`config.mk`:
```
export PLATFORM = sky130hd
export DESIGN_NAME = ffa_ctrl
export DESIGN_NICKNAME = d
export VERILOG_FILES = /design/src/rtl/ffa_pkg.sv /design/src/rtl/ffa_ctrl.sv
export SDC_FILE = /design/constraint.sdc
export NUM_CORES = 1
export LEC_CHECK = 0
export ABC_AREA = 1
export BUFFER_PORTS_ARGS = -buffer_cell sky130_fd_sc_hd__buf_2
export CAP_MARGIN = 20
export CORE_UTILIZATION = 45
export CTS_CLUSTER_DIAMETER = 40
export DETAILED_ROUTE_END_ITERATION = 16
export PLACE_DENSITY = 0.72
export SYNTH_ARGS = -nofsm -noshare
export SYNTH_HDL_FRONTEND = slang
export SYNTH_SLANG_ARGS = --single-unit
```
`constraint.sdc`:
```
create_clock -name clk -period 4.65 [get_ports clk]
set_clock_uncertainty 0.05 [all_clocks]
set_input_delay 0.93 -clock clk [delete_from_list [all_inputs] [get_ports clk]]
set_output_delay 0.93 -clock clk [all_outputs]
set_load 0.02 [all_outputs]
```
`src/rtl/ffa_pkg.sv`:
```
package ffa_pkg;

	localparam int ARENA_MAX_BYTES   = 4096;
	localparam int ALIGN_BYTES       = 8;
	localparam int HEADER_BYTES      = 16;
	localparam int MIN_PAYLOAD_BYTES = 8;

	localparam int ALIGN_SH = $clog2(ALIGN_BYTES);
	localparam int DEPTH    = ARENA_MAX_BYTES / ALIGN_BYTES;
	localparam int IDX_W    = $clog2(DEPTH);
	localparam int SIZE_W   = $clog2(ARENA_MAX_BYTES);
	localparam int ARENA_W  = SIZE_W + 1;
	localparam int OFS_W    = SIZE_W + 2;
	localparam int REQ_W    = 16;
	localparam int NEED_W   = REQ_W + 1;
	localparam int FOFS_W   = 12;
	localparam int STAT_W   = 2;

	localparam logic [STAT_W-1:0] ST_OK    = 2'd0;
	localparam logic [STAT_W-1:0] ST_NOFIT = 2'd1;
	localparam logic [STAT_W-1:0] ST_ZERO  = 2'd2;
	localparam logic [STAT_W-1:0] ST_BAD   = 2'd3;

	typedef struct packed {
		logic              valid;
		logic              alloc;
		logic              has_prev;
		logic [SIZE_W-1:0] size;
		logic [IDX_W-1:0]  prev;
	} tag_t;

	localparam int TAG_W = $bits(tag_t);

	typedef enum logic [4:0] {
		OP_NOP, OP_CLR, OP_INIT, OP_START, OP_RD_BLK, OP_EVAL_A, OP_SPLIT, OP_TAKE,
		OP_LNK_RD, OP_LNK_WR, OP_EVAL_F, OP_RD_OTH, OP_MERGE_N, OP_RD_PREV,
		OP_MERGE_P, OP_KILL, OP_WB, OP_FIN
	} op_t;

	typedef enum logic [4:0] {
		S_CLEAR, S_INIT, S_IDLE, S_GO, S_A_RD, S_A_EV, S_A_SPLIT, S_A_TAKE,
		S_LNK_RD, S_LNK_EV, S_F_RD, S_F_EV, S_N_RD, S_N_EV, S_P_RD, S_P_EV,
		S_P_KILL, S_WB, S_FIN
	} state_t;

	typedef enum logic [1:0] {RET_ALLOC, RET_NEXT, RET_PREV, RET_NONE} ret_t;

	typedef struct packed {
		op_t               op;
		logic [STAT_W-1:0] fst;
		logic              fpay;
	} dp_cmd_t;

	typedef struct packed {
		logic clr_last;
		logic out_free;
		logic is_free;
		logic req_zero;
		logic blk_ok;
		logic oth_ok;
		logic lnk_ok;
		logic prev_ok;
		logic has_prev;
		logic rd_valid;
		logic rd_live;
		logic rd_free;
		logic fit;
		logic split;
	} dp_stat_t;

	function automatic logic ofs_ok(input logic [OFS_W-1:0] o, input logic [ARENA_W-1:0] a);
		return (o < {1'b0, a}) && (o[ALIGN_SH-1:0] == '0);
	endfunction

	function automatic logic [IDX_W-1:0] ofs_idx(input logic [OFS_W-1:0] o);
		return o[ALIGN_SH +: IDX_W];
	endfunction

endpackage

```
`src/rtl/ffa_ctrl.sv`:
```
module ffa_ctrl import ffa_pkg::*; (
	input  logic     clk,
	input  logic     arst_n,
	input  logic     cfg_we,
	input  logic     in_valid,
	output logic     in_ready,
	input  dp_stat_t st,
	output dp_cmd_t  cmd
);

	state_t state_q, state_d;
	ret_t ret_q, ret_d;
	logic [STAT_W-1:0] fst_q, fst_d;
	logic fpay_q, fpay_d;

	always_ff @(posedge clk or negedge arst_n) begin
		if (!arst_n) begin
			state_q <= S_CLEAR;
			ret_q   <= RET_ALLOC;
			fst_q   <= ST_OK;
			fpay_q  <= 1'b0;
		end else begin
			state_q <= state_d;
			ret_q   <= ret_d;
			fst_q   <= fst_d;
			fpay_q  <= fpay_d;
		end
	end

	// next state
	always_comb begin
		state_d = state_q;
		ret_d   = ret_q;
		fst_d   = fst_q;
		fpay_d  = fpay_q;
		case (state_q)
			S_CLEAR: if (st.clr_last) state_d = S_INIT;
			S_INIT: state_d = S_IDLE;
			S_IDLE: if (in_valid && st.out_free) state_d = S_GO;
			S_GO: begin
				if (st.is_free) begin
					state_d = S_F_RD;
				end else if (st.req_zero) begin
					fst_d   = ST_ZERO;
					fpay_d  = 1'b0;
					state_d = S_FIN;
				end else begin
					state_d = S_A_RD;
				end
			end
			S_A_RD: begin
				if (st.blk_ok) begin
					state_d = S_A_EV;
				end else begin
					fst_d   = ST_NOFIT;
					fpay_d  = 1'b0;
					state_d = S_FIN;
				end
			end
			S_A_EV: begin
				if (!st.rd_valid) begin
					fst_d   = ST_NOFIT;
					fpay_d  = 1'b0;
					state_d = S_FIN;
				end else if (st.fit) begin
					fst_d   = ST_OK;
					fpay_d  = 1'b1;
					// only a split leaves a block whose back-link needs updating
					ret_d   = st.split ? RET_ALLOC : RET_NONE;
					state_d = st.split ? S_A_SPLIT : S_A_TAKE;
				end else begin
					state_d = S_A_RD;
				end
			end
			S_A_SPLIT: state_d = S_A_TAKE;
			S_A_TAKE: state_d = (fpay_q && ret_q == RET_ALLOC && st.lnk_ok) ? S_LNK_RD : S_FIN;
			S_LNK_RD: begin
				if (st.lnk_ok) begin
					state_d = S_LNK_EV;
				end else begin
					state_d = (ret_q == RET_NEXT) ? S_P_RD : S_FIN;
				end
			end
			S_LNK_EV: state_d = (ret_q == RET_NEXT) ? S_P_RD : S_FIN;
			S_F_RD: begin
				if (st.blk_ok) begin
					state_d = S_F_EV;
				end else begin
					fst_d   = ST_BAD;
					fpay_d  = 1'b0;
					state_d = S_FIN;
				end
			end
			S_F_EV: begin
				fpay_d = 1'b0;
				if (st.rd_live) begin
					fst_d   = ST_OK;
					state_d = S_N_RD;
				end else begin
					fst_d   = ST_BAD;
					state_d = S_FIN;
				end
			end
			S_N_RD: state_d = st.oth_ok ? S_N_EV : S_P_RD;
			S_N_EV: begin
				if (st.rd_free) begin
					ret_d   = RET_NEXT;
					state_d = S_LNK_RD;
				end else begin
					state_d = S_P_RD;
				end
			end
			S_P_RD: state_d = (st.has_prev && st.prev_ok) ? S_P_EV : S_WB;
			S_P_EV: state_d = st.rd_free ? S_P_KILL : S_WB;
			S_P_KILL: begin
				ret_d   = RET_PREV;
				state_d = S_LNK_RD;
			end
			S_WB: state_d = S_FIN;
			S_FIN: state_d = S_IDLE;
			default: state_d = S_CLEAR;
		endcase
		// a size write reformats the arena
		if (cfg_we) begin
			state_d = S_CLEAR;
		end
	end

	// outputs
	always_comb begin
		in_ready = 1'b0;
		cmd.op   = OP_NOP;
		cmd.fst  = fst_q;
		cmd.fpay = fpay_q;
		case (state_q)
			S_CLEAR: cmd.op = OP_CLR;
			S_INIT: cmd.op = OP_INIT;
			S_IDLE: begin
				in_ready = st.out_free;
				if (in_valid && st.out_free) cmd.op = OP_START;
			end
			S_A_RD, S_F_RD: cmd.op = OP_RD_BLK;
			S_A_EV: cmd.op = OP_EVAL_A;
			S_A_SPLIT: cmd.op = OP_SPLIT;
			S_A_TAKE: cmd.op = OP_TAKE;
			S_LNK_RD: cmd.op = OP_LNK_RD;
			S_LNK_EV: if (st.rd_valid) cmd.op = OP_LNK_WR;
			S_F_EV: if (st.rd_live) cmd.op = OP_EVAL_F;
			S_N_RD: cmd.op = OP_RD_OTH;
			S_N_EV: if (st.rd_free) cmd.op = OP_MERGE_N;
			S_P_RD: cmd.op = OP_RD_PREV;
			S_P_EV: if (st.rd_free) cmd.op = OP_MERGE_P;
			S_P_KILL: cmd.op = OP_KILL;
			S_WB: cmd.op = OP_WB;
			S_FIN: cmd.op = OP_FIN;
			default: cmd.op = OP_NOP;
		endcase
	end

endmodule

```
==> Word-level counts from Yosys, hierarchy flattened <==
Cells that the tools add are included.
{ "totals": {"regBits": 10, "output_inout_bits": 9, "elab_cells": 94} }
{ "op_classes": {"n_eq_ne": 30, "n_mux": 45, "reduce_logical": 15} }
{ "ops": {"columns": ["cell", "n"], "rows": [
  ["case mux 5 bit (18 select lines)", 1],
  ["case mux 5 bit (17 select lines)", 1],
  ["two-way mux 5 bit", 13],
  ["== test 5 x 4 -> 1 bit (second input constant)", 8],
  ["two-way mux 2 bit", 14],
  ["== test 5 x 3 -> 1 bit (second input constant)", 4],
  ["two-way mux 4 bit", 4],
  ["inequality test 2 bit (second input constant)", 8],
  ["== test 5 bit (second input constant)", 3],
  ["== test 5 x 2 -> 1 bit (second input constant)", 2],
  ["case mux 2 bit (5 select lines)", 1],
  ["inequality test 3 bit (second input constant)", 3],
  ["two-way mux 1 bit", 8],
  ["case mux 2 bit (3 select lines)", 1],
  ["AND reduction 6 bit", 1],
  ["== test 5 x 1 -> 1 bit (second input constant)", 1],
  ["logical NOT 5 bit", 1],
  ["AND reduction 5 bit", 1],
  ["nonzero test 5 bit", 1],
  ["logical AND 1 bit", 4],
  ["case mux 1 bit (4 select lines)", 1],
  ["AND reduction 4 bit", 1],
  ["nonzero test 4 bit", 1],
  ["OR reduction 2 bit", 2],
  ["5 further kinds", 5]
]} }

==> Longest topological paths before layout <==
Gate-level depths: netlist of the first run.
{ "depth": {"depth_word": 6, "depth_mapped": 10} }

==> Worst setup path after synthesis of the first run <==
OpenSTA, ideal clock, no wires.
{ "synth_path": {"path_type": "input to output", "from": "input st[12] (netlist name)", "to": "output cmd[3] (netlist name)", "arrival_time_ns": 1.880, "setup_slack_ns": 1.790, "path_stages": 3, "cell_sequence": "nor3b_1 -> nand2_1 -> nand3_1"} }
{ "synth_rtl": {"columns": ["element", "line_no", "source"], "rows": [
  ["from (decl)", "ffa_ctrl.sv:7", "input dp_stat_t st,"],
  ["to (decl)", "ffa_ctrl.sv:8", "output dp_cmd_t cmd"]
]} }

==> metrics.md, run 1 <==
| Metric | Value |
|---|---|
| Max_slew headroom | `between 60% and 70%` |
| First-pass GRT wire length | `5950 um` |
| Placed cells | `280` |
| Most frequent cells in the layout | `nand2_1, nor2_1, inv_1, buf_2, nand3_1` |
| Routed Antenna Nets | `0` |
| Largest net degree at the start of global routing | `11` |
| Max Slew Vio Count | `0` |
| Syn Inst Count | `between 200 and 250` |
| Synth Cell Area | `between 0.001 and 0.0015 mm^2` |
| Sink Count | `10` |
| Worst VDD drop | `about 320 uV` |
| Setup_tns | `0 ps` |
| Req. time, crit path | `~3700 ps` |
| Filler cell count | `between 200 and 300` |
| Post-CTS Hold Fix Bufs | `0` |
| Final HPWL DP | `approximately 3000 um` |
| R2r endpoint | `state_q[1]$_DFFE_PN0P_` |
| Flop-to-flop setup slack | `2830 ps` |
| Pleak | `just under 0.0009 uW` |
| Initial antenna violation count | `0` |
| Final core utilization | `55.2%` |
| Synth cell types | `23` |
| Overall Global Routing Usage | `around 30%` |
| Nets | `273` |
| Row count | `18` |
| Post-CTS sizing | `0` |
| Worst EP arrival | `roughly 1900 ps` |
| Die W | `about 54 um` |
| CP endpoint kind | `output port` |
| Fin crit share | `a little over three fifths` |
| Hold depth | `2` |
| Crit path max fanout | `10` |
| Worst slew pin tran | `between 500 and 600 ps` |
| Clock tree buffer depth | `2` |
| Vias in the first global route | `~1,300` |
| Via/cell ratio | `between 5 and 6` |
| Hold Vio Cnt, Final | `0` |
| Synth Warn # | `0` |
| Crit path kind | `reg2out` |
| WHS Endpoint | `fst_q[0]$_DFFE_PN0P_` |
| Final count of negative-setup-slack endpoints | `0` |
| # port buffers | `26` |
| Post-CTS Setup Bufs | `0` |
| R2R depth | `7` |
| Period minus WS final | `around 2900 ps` |
| Max Freq | `between 300 and 400 MHz` |
| RR Startpoint | `state_q[0]$_DFFE_PN0P_` |
| Commonest non-fill, non-tap cell in the layout | `nand2_1` |
| Htree depth | `1` |
| Clock Latency Late Sink | `around 280 ps` |
| CTS tree | `yes` |
| # IOs | `27` |
| Initial Util | `between 40% and 50%` |
| Via count | `1,512` |
| Yosys reg bits | `10` |
| Sequential share of the synthesized area | `slightly above 20%` |
| Die area | `between 0.002 and 0.003 mm^2` |
| Final hold slack | `approximately 420 ps` |
| Status | `complete, no violations` |
| Unrepaired setup endpoints after global routing | `no` |
| Chip Height | `around 54 um` |
| Syn_nets | `around 250` |
| Num CTS Buffers | `3` |
| Drt pass-1 iters | `4` |
| Syn Area/Cell | `around 5.4 um^2` |
| PwrDens | `393 mW/mm^2` |
| Total power | `approximately 550 uW` |
| Ant. Diodes | `0` |
| Core Region | `0.00252 mm^2` |
| Layout cells sized above 1 | `15.0%` |
| Hold Crit Class | `reg2reg` |
| Drt drc | `0` |
| Crit start category | `flip-flop` |
| Clk slew on worst S/H paths | `around 80 ps` |
| Wire per inst | `roughly 13 um` |
| Global route overflow | `0` |
| GPL Wtd Cong | `just under 1` |
| DR iter-0 viols | `between 90 and 100` |
| Startpoint of the worst hold path | `fst_q[0]$_DFFE_PN0P_` |
| Max-cap violations | `0` |
| Area Overhead vs Synth | `14.3%` |
| Fin cells | `between 200 and 300` |
| Routed WL | `about 3700 um` |
| Root buf cell | `clkbuf_4` |
-- cell type report --
type | count | area, um^2 | share of cell area (%)
clock buffers | 4 | 36.3 | 2.61
repair buffers | 26 | 130 | 9.35
inverters | 35 | 134 | 9.62
flip-flops and latches | 10 | 250 | 18.0
multi-input cells | 179 | 803 | 57.7
well taps | 30 | 37.5 | 2.70
-- per-stage QoR --
| stage | cell area (um^2) | setup slack (ps) |
|---|---|---|
| CTS | 1390 | 1740 |
| floorplan | 1220 | 1790 |
| global placement | 1360 | 2040 |
| detailed placement | 1360 | 2020 |
| finish | 1390 | 1730 |
| global route | 1390 | 1570 |
-- critical path, cell delays in order (launching register included) --
cell and delay [ps]:
dfrtp_1 690, nor2_4 90, nand2_1 150, inv_1 90, nand2_1 110, o21ai_0 130
nor2_1 140, nand4_1 80, buf_2 170
-- registers in the layout (all words and copies together), names as in the netlist --
name     cells
fpay_q       1
ret_q        2
fst_q        2
state_q      5
-- power by group --
| part | switching, uW | total (uW) | internal (uW) |
|---|---|---|---|
| clock | 37.0 | 84.7 | 47.7 |
| combinational | 219 | 321 | 102 |
| sequential | 30.1 | 142 | 112 |
-- cells in the mapped netlist --
master    count  area, um^2
nand2_1      79         297
o31ai_1       1        7.51
a211oi_1      1        7.51
buf_4         1        7.51
a21oi_2       1        8.76
nor3b_1       1        7.51
nand2_4       1        11.3
a22oi_1       1        7.51
nor2_8        1        20.0
nand3_1      22         110
nand3b_1      1        7.51
nand4_1       8        50.1
nand2_2       1        6.26
a21oi_1       5        25.0
dfrtp_1      10         250
nor2_1       45         169
o21ai_1       2        10.0
inv_4         1        6.26
buf_6         2        22.5
or2_2         1        6.26
nor2_4        2        22.5
inv_1        34         128
o21ai_0       6        30.0
-- kinds of logic after synthesis --
group,synth area share [%]
flops,20.6
buf+inv,13.5
simple gates,58.1
compound gates,7.91
-- worst max path at each step --
stage / from / end / depth (start not counted)
after global placement: st[2] / cmd[6] / 6
after detailed placement: st[2] / cmd[6] / 6
final: state_q[3]$_DFFE_PN0P_ / cmd[6] / 8
after global routing: state_q[3]$_DFFE_PN0P_ / cmd[6] / 8
after floorplan: st[12] / cmd[3] / 3
after CTS: state_q[3]$_DFFE_PN0P_ / cmd[6] / 8
-- routing by layer --
| layer | vias up | track usage [%] | wire, um |
|---|---|---|---|
| li1 | 771 | - | - |
| met1 | 652 | 42.0 | 1700 |
| met2 | 84 | 44.4 | 1630 |
| met3 | 5 | 6.78 | 377 |
| met4 | 0 | 5.13 | 31 |
| met5 | - | 0 | 0 |
Power figures use the tool's default switching activity.
==> run 2: changes to the inputs <==
- clock period: 4.65 -> 3 ns (I/O delays scaled with it)
==> metrics.md, run 2 (same netlist as run 1, synthesis figures left out) <==
| Metric | Value |
|---|---|
| Sink Count | `10` |
| # IOs | `27` |
| Worst VDD drop | `~440 uV` |
| Period minus WS final | `approximately 2600 ps` |
| Flip-flop count of the largest register, all copies and words added | `5` |
| R2R depth | `8` |
| Crit path kind | `reg2out` |
| Final HPWL DP | `about 3000 um` |
| Largest net degree at the start of global routing | `11` |
| Hold Crit Class | `in2async` |
| Routed WL | `between 3000 and 4000 um` |
| Post-CTS sizing | `0` |
| Nets | `around 270` |
| Post-CTS Setup Bufs | `0` |
| Wire per inst | `roughly 13 um` |
| Worst path max stage delay | `between 600 and 700 ps` |
| Core Region | `0.00252 mm^2` |
| CP endpoint kind | `output port` |
| RR Startpoint | `state_q[3]$_DFFE_PN0P_` |
| CTS tree | `yes` |
| Most frequent cells in the layout | `nand2_1, nor2_1, inv_1, buf_2, nand3_1` |
| Worst slew pin tran | `502 ps` |
| Setup_tns | `0 ps` |
| Initial antenna violation count | `0` |
| GPL Wtd Cong | `~0.94` |
| Root buf cell | `clkbuf_4` |
| First-pass GRT wire length | `around 5800 um` |
| R2r endpoint | `state_q[2]$_DFFE_PN0P_` |
| Crit start category | `flip-flop` |
| Top cell family by delay on the critical path | `flip-flops` |
| Hold Vio Cnt, Final | `0` |
| Drt drc | `0` |
| Place WS | `743 ps` |
| Unrepaired setup endpoints after global routing | `no` |
| Commonest non-fill, non-tap cell in the layout | `nand2_1` |
| Largest registers | `state_q x5, fst_q x2, ret_q x2` |
| Clock tree buffer depth | `2` |
| Fin crit share | `between 80% and 90%` |
| CP dominant cell by count | `nand2_1` |
| Via/cell ratio | `approximately 5.3` |
| Req. time, crit path | `between 2000 and 2500 ps` |
| Routed Antenna Nets | `0` |
| Row count | `18` |
| Die W | `54.0 um` |
| Global route overflow | `0` |
| Chip Height | `approximately 54 um` |
| Num CTS Buffers | `3` |
| Vias in the first global route | `roughly 1,300` |
| Post-CTS Hold Fix Bufs | `0` |
| PwrDens | `607 mW/mm^2` |
| Setup slack after layout | `slightly below 400 ps` |
| Clock Latency Late Sink | `270 ps` |
| Max Slew Vio Count | `0` |
| Pleak | `just under 0.0009 uW` |
| Ant. Diodes | `0` |
| Initial Util | `48.3%` |
| Crit path max fanout | `10` |
| Max_slew headroom | `approximately two thirds` |
| Worst EP arrival | `a little under 2000 ps` |
| Clk slew on worst S/H paths | `80 ps` |
| DR iter-0 viols | `96` |
| Status | `complete, no violations` |
| Drt pass-1 iters | `4` |
| Biggest register | `state_q` |
| Max Freq | `around 380 MHz` |
| Final hold slack | `about 130 ps` |
| Flop-to-flop setup slack | `approximately 1300 ps` |
| Area Overhead vs Synth | `14.3%` |
| Cell Chain, Critical Path | `nor2_4, nand2_1, inv_1, nand2_1, o21ai_0, nor2_1, nand4_1, buf_2` |
| Via count | `~1,500` |
| Layout cells sized above 1 | `around 15%` |
| Max-cap violations | `0` |
| Buf+Inv Stages, Crit Path | `2` |
| Final count of negative-setup-slack endpoints | `0` |
| Htree depth | `1` |
| # port buffers | `26` |
| Die area | `0.00292 mm^2` |
| Overall Global Routing Usage | `~28%` |
| CP max stage cell | `dfrtp_1` |
[run 2: cell counts in the layout (fill, tap and decap cells not counted)]
Identical to the previous run, type by type.
[run 2: layout make-up]
class | count | area (um^2)
Tap cell | 30 | 37.5
Multi-Input combinational cell | 179 | 803
Fill cell | 295 | 1130
Clock buffer | 4 | 36.3
Inverter | 35 | 134
Timing Repair Buffer | 26 | 130
Sequential cell | 10 | 250
[run 2: through the flow]
step                power [uW]  instance area, um^2  util [%]  cells
floorplan                  568                 1220         -    227
global placement           718                 1360      53.7    280
detailed placement         711                 1360      53.7    280
CTS                        842                 1390      55.2    284
global route               923                 1390      55.2    284
finish                     845                 1390      55.2    284
[run 2: per-layer routing]
metal  vias to the layer above  share of wire (%)  GRT usage [%]
li1                        765                  -              -
met2                        76                 42           42.8
met1                       659                 46           38.6
met5                         -                  0              0
met3                         8                 10           8.47
met4                         0                1.9           5.98
[run 2: worst max path at each step]
stage	startpoint	to	cells after the start
floorplan	state_q[2]$_DFFE_PN0P_	cmd[3]	6
global placement	state_q[3]$_DFFE_PN0P_	cmd[6]	8
detailed placement	state_q[2]$_DFFE_PN0P_	cmd[6]	8
CTS	state_q[3]$_DFFE_PN0P_	cmd[6]	8
global route	state_q[3]$_DFFE_PN0P_	cmd[6]	8
finish	state_q[3]$_DFFE_PN0P_	cmd[6]	8
[run 2: where the power goes]
group / leakage (uW) / switching, uW / total, uW / internal (uW)
logic: 0.000731 / 340 / 498 / 158
registers: 0.000134 / 45.3 / 219 / 173
clock network: 0.0000210 / 54.1 / 128 / 73.8
total: 0.000887 / 440 / 845 / 405
==> run 3: changes to the inputs <==
- ABC_AREA: 1 -> default
==> metrics.md, run 3 <==
| Metric | Value |
|---|---|
| Chip Height | `between 50 and 60 um` |
| Placed cells | `between 200 and 250` |
| Max_slew headroom | `about three fifths` |
| Post-CTS Setup Bufs | `0` |
| Clk slew on worst S/H paths | `roughly 70 ps` |
| Clock tree buffer depth | `2` |
| Post-synth EDFFs | `0` |
| CP endpoint kind | `output port` |
| Post-CTS sizing | `0` |
| Routed Antenna Nets | `0` |
| Initial Util | `a little under half` |
| Core Region | `0.00276 mm^2` |
| Syn Inst Count | `169` |
| Drt pass-1 iters | `5` |
| Post-synth top area share | `a little under a fifth` |
| Max Freq | `364 MHz` |
| Req. time, crit path | `roughly 2400 ps` |
| Crit start category | `flip-flop` |
| # IOs | `27` |
| Die W | `approximately 56 um` |
| Syn_nets | `approximately 190` |
| Post-CTS Hold Fix Bufs | `0` |
| Num CTS Buffers | `3` |
| Pleak | `approximately 0.00061 uW` |
| Hold Vio Cnt, Final | `0` |
| Status | `complete, no violations` |
| Global route overflow | `0` |
| Area Overhead vs Synth | `13.0%` |
| Synth Warn # | `0` |
| Die area | `around 0.0031 mm^2` |
| Most frequent cells in the layout | `buf_2, nor2_1, nand2_1, dfrtp_1, a21oi_1` |
| RR Startpoint | `state_q[4]$_DFFE_PN0P_` |
| Initial antenna violation count | `0` |
| Register share of total power | `25.4%` |
| Row count | `19` |
| Most frequent cells after synthesis | `nor2_1, nand2_1, buf_2, dfrtp_1, a21oi_1` |
| Via/cell ratio | `a little under 7` |
| R2R depth | `5` |
| Fin cells | `~220` |
| Part of the power in combinational logic | `about three fifths` |
| Drt drc | `0` |
| Routed WL | `4010 um` |
| Net Sw Frac | `around half` |
| DR iter-0 viols | `approximately 110` |
| Sink Count | `10` |
| Biggest register | `state_q` |
| Area contributors post-synth | `dfrtp_1, nor2_1, buf_2` |
| # port buffers | `26` |
| Period minus WS final | `between 2000 and 3000 ps` |
| Fin crit share | `between 90% and 100%` |
| Switching pwr | `386 uW` |
| Root buf cell | `clkbuf_4` |
| Buf+Inv Stages, Crit Path | `1` |
| Max Slew Vio Count | `0` |
| PwrDens | `around 540 mW/mm^2` |
| Nets | `210` |
| Unrepaired setup endpoints after global routing | `no` |
| Top_reg_cell synth | `dfrtp_1` |
| Max-cap violations | `0` |
| Cell Chain, Critical Path | `nand3b_1, nor2_1, a311oi_1, o221ai_1, buf_2` |
| First-pass GRT wire length | `6420 um` |
| Htree depth | `1` |
| Worst path max stage delay | `approximately 650 ps` |
| Async set or reset register ratio after synthesis | `100%` |
| Overall Global Routing Usage | `a little over a quarter` |
| Hold Crit Class | `in2async` |
| GPL Wtd Cong | `roughly 1` |
| Layout cells sized above 1 | `23.6%` |
| Crit path max fanout | `16` |
| Worst VDD drop | `approximately 470 uV` |
| Filler cell count | `~260` |
| Largest registers | `state_q x5, fst_q x2, ret_q x2` |
| Worst slew pin tran | `around 610 ps` |
| Final HPWL DP | `between 2000 and 3000 um` |
| Synth Cell Area | `0.00131 mm^2` |
| Crit path kind | `reg2out` |
| Top cell family by delay on the critical path | `flip-flops` |
| Clk pwr share | `between 10% and 20%` |
| Yosys reg bits | `10` |
| Internal | `around 410 uW` |
| Wire per inst | `approximately 18 um` |
| Setup_tns | `0 ps` |
| Cell taking the most area after synthesis | `dfrtp_1` |
| R2r endpoint | `fst_q[1]$_DFFE_PN0P_` |
| Synth cell types | `57` |
| Sequential share of the synthesized area | `between 10% and 20%` |
| Largest net degree at the start of global routing | `35` |
| Cell count along the critical path | `5` |
| Most frequent cell after synthesis | `nor2_1` |
| Ant. Diodes | `0` |
| Commonest non-fill, non-tap cell in the layout | `buf_2` |
| Clock Latency Late Sink | `about 270 ps` |
| Vias in the first global route | `about 1,400` |
| Flop-to-flop setup slack | `540 ps` |
| Worst EP arrival | `between 2000 and 2500 ps` |
| CTS tree | `yes` |
| Flip-flop count of the largest register, all copies and words added | `5` |
| Final count of negative-setup-slack endpoints | `0` |
| Syn Area/Cell | `between 7 and 8 um^2` |
| CP max stage cell | `dfrtp_1` |
| Via count | `around 1,500` |
==> run 3: cell types whose count changed after synthesis, moves of 4 or more <==
cell	delta
a21oi_1	+4
a31oi_1	+4
buf_2	+10
inv_1	-27
nand2_1	-68
nand2b_1	+6
nand3_1	-18
nand4_1	-7
nor2_1	-29
nor2b_1	+6
nor3_1	+7
==> run 3: cell families (layout without fill, tap and decap cells) <==
kind of cell | Yosys count | in the layout | share of synthesized area [%]
AO/OA/AOI/OAI | 55 | 55 | 31.8
buffers and inverters | 21 | 43 | 8.13
flip-flops | 10 | 10 | 19.1
AND/OR/NAND/NOR | 78 | 78 | 36.5
XOR/XNOR | 1 | 1 | 0.670
multiplexers | 4 | 4 | 3.83
==> run 3: worst reg2reg max path, stage by stage (launching register included) <==
cell and delay, ps:
dfrtp_1 560, buf_4 250, nor3_1 530, nand4bb_1 260, a211oi_4 370, mux2_4 330
==> run 3: power by group through the flow <==
stage	Sequential (uW)	Clock (uW)	Combinational, uW
3_5_place_dp	204	0	460
6_report	203	124	473
3_3_place_gp	203	0	462
4_1_cts	201	128	463
5_1_grt	207	134	515
2_1_floorplan	201	0	346
==> run 3: through the flow <==
step / utilization, % / hold WS, ps / power (uW) / worst slack (ps) / cell area, um^2
finish: 53.6 / 135 / 800 / 252 / 1480
global route: 53.6 / 145 / 856 / 153 / 1480
CTS: 53.6 / 135 / 793 / 319 / 1480
detailed placement: 52.3 / 429 / 664 / 635 / 1440
global placement: 52.3 / 426 / 665 / 680 / 1440
floorplan: - / 254 / 547 / 569 / 1310
==> run 3: final cells by class <==
cell class              count  area, um^2  share of cell area (%)
multi-input cells         138         951                    64.4
flip-flops and latches     10         250                    16.9
repair buffers             32         175                    11.9
well taps                  31        38.8                    2.62
clock buffers               4        36.3                    2.46
inverters                   7        26.3                    1.78
==> run 3: routing by layer <==
metal  global-route usage [%]  share of wire (%)  wire length [um]  vias up
met5                        0                  0                 0        -
met4                     8.01                3.7               148        0
met3                     5.35                9.6               384       20
met2                     43.0                 46              1860      110
met1                     34.3                 40              1610      692
li1                         -                  -                 -      691
==> run 3: how the worst max path moves through the flow <==
stage                           start     end  slack, ps
4_1_cts        state_q[4]$_DFFE_PN0P_  cmd[6]        320
2_1_floorplan  state_q[3]$_DFFE_PN0P_  cmd[5]        570
3_3_place_gp   state_q[4]$_DFFE_PN0P_  cmd[5]        680
5_1_grt        state_q[4]$_DFFE_PN0P_  cmd[6]        150
3_5_place_dp   state_q[4]$_DFFE_PN0P_  cmd[6]        630
6_report       state_q[4]$_DFFE_PN0P_  cmd[6]        250
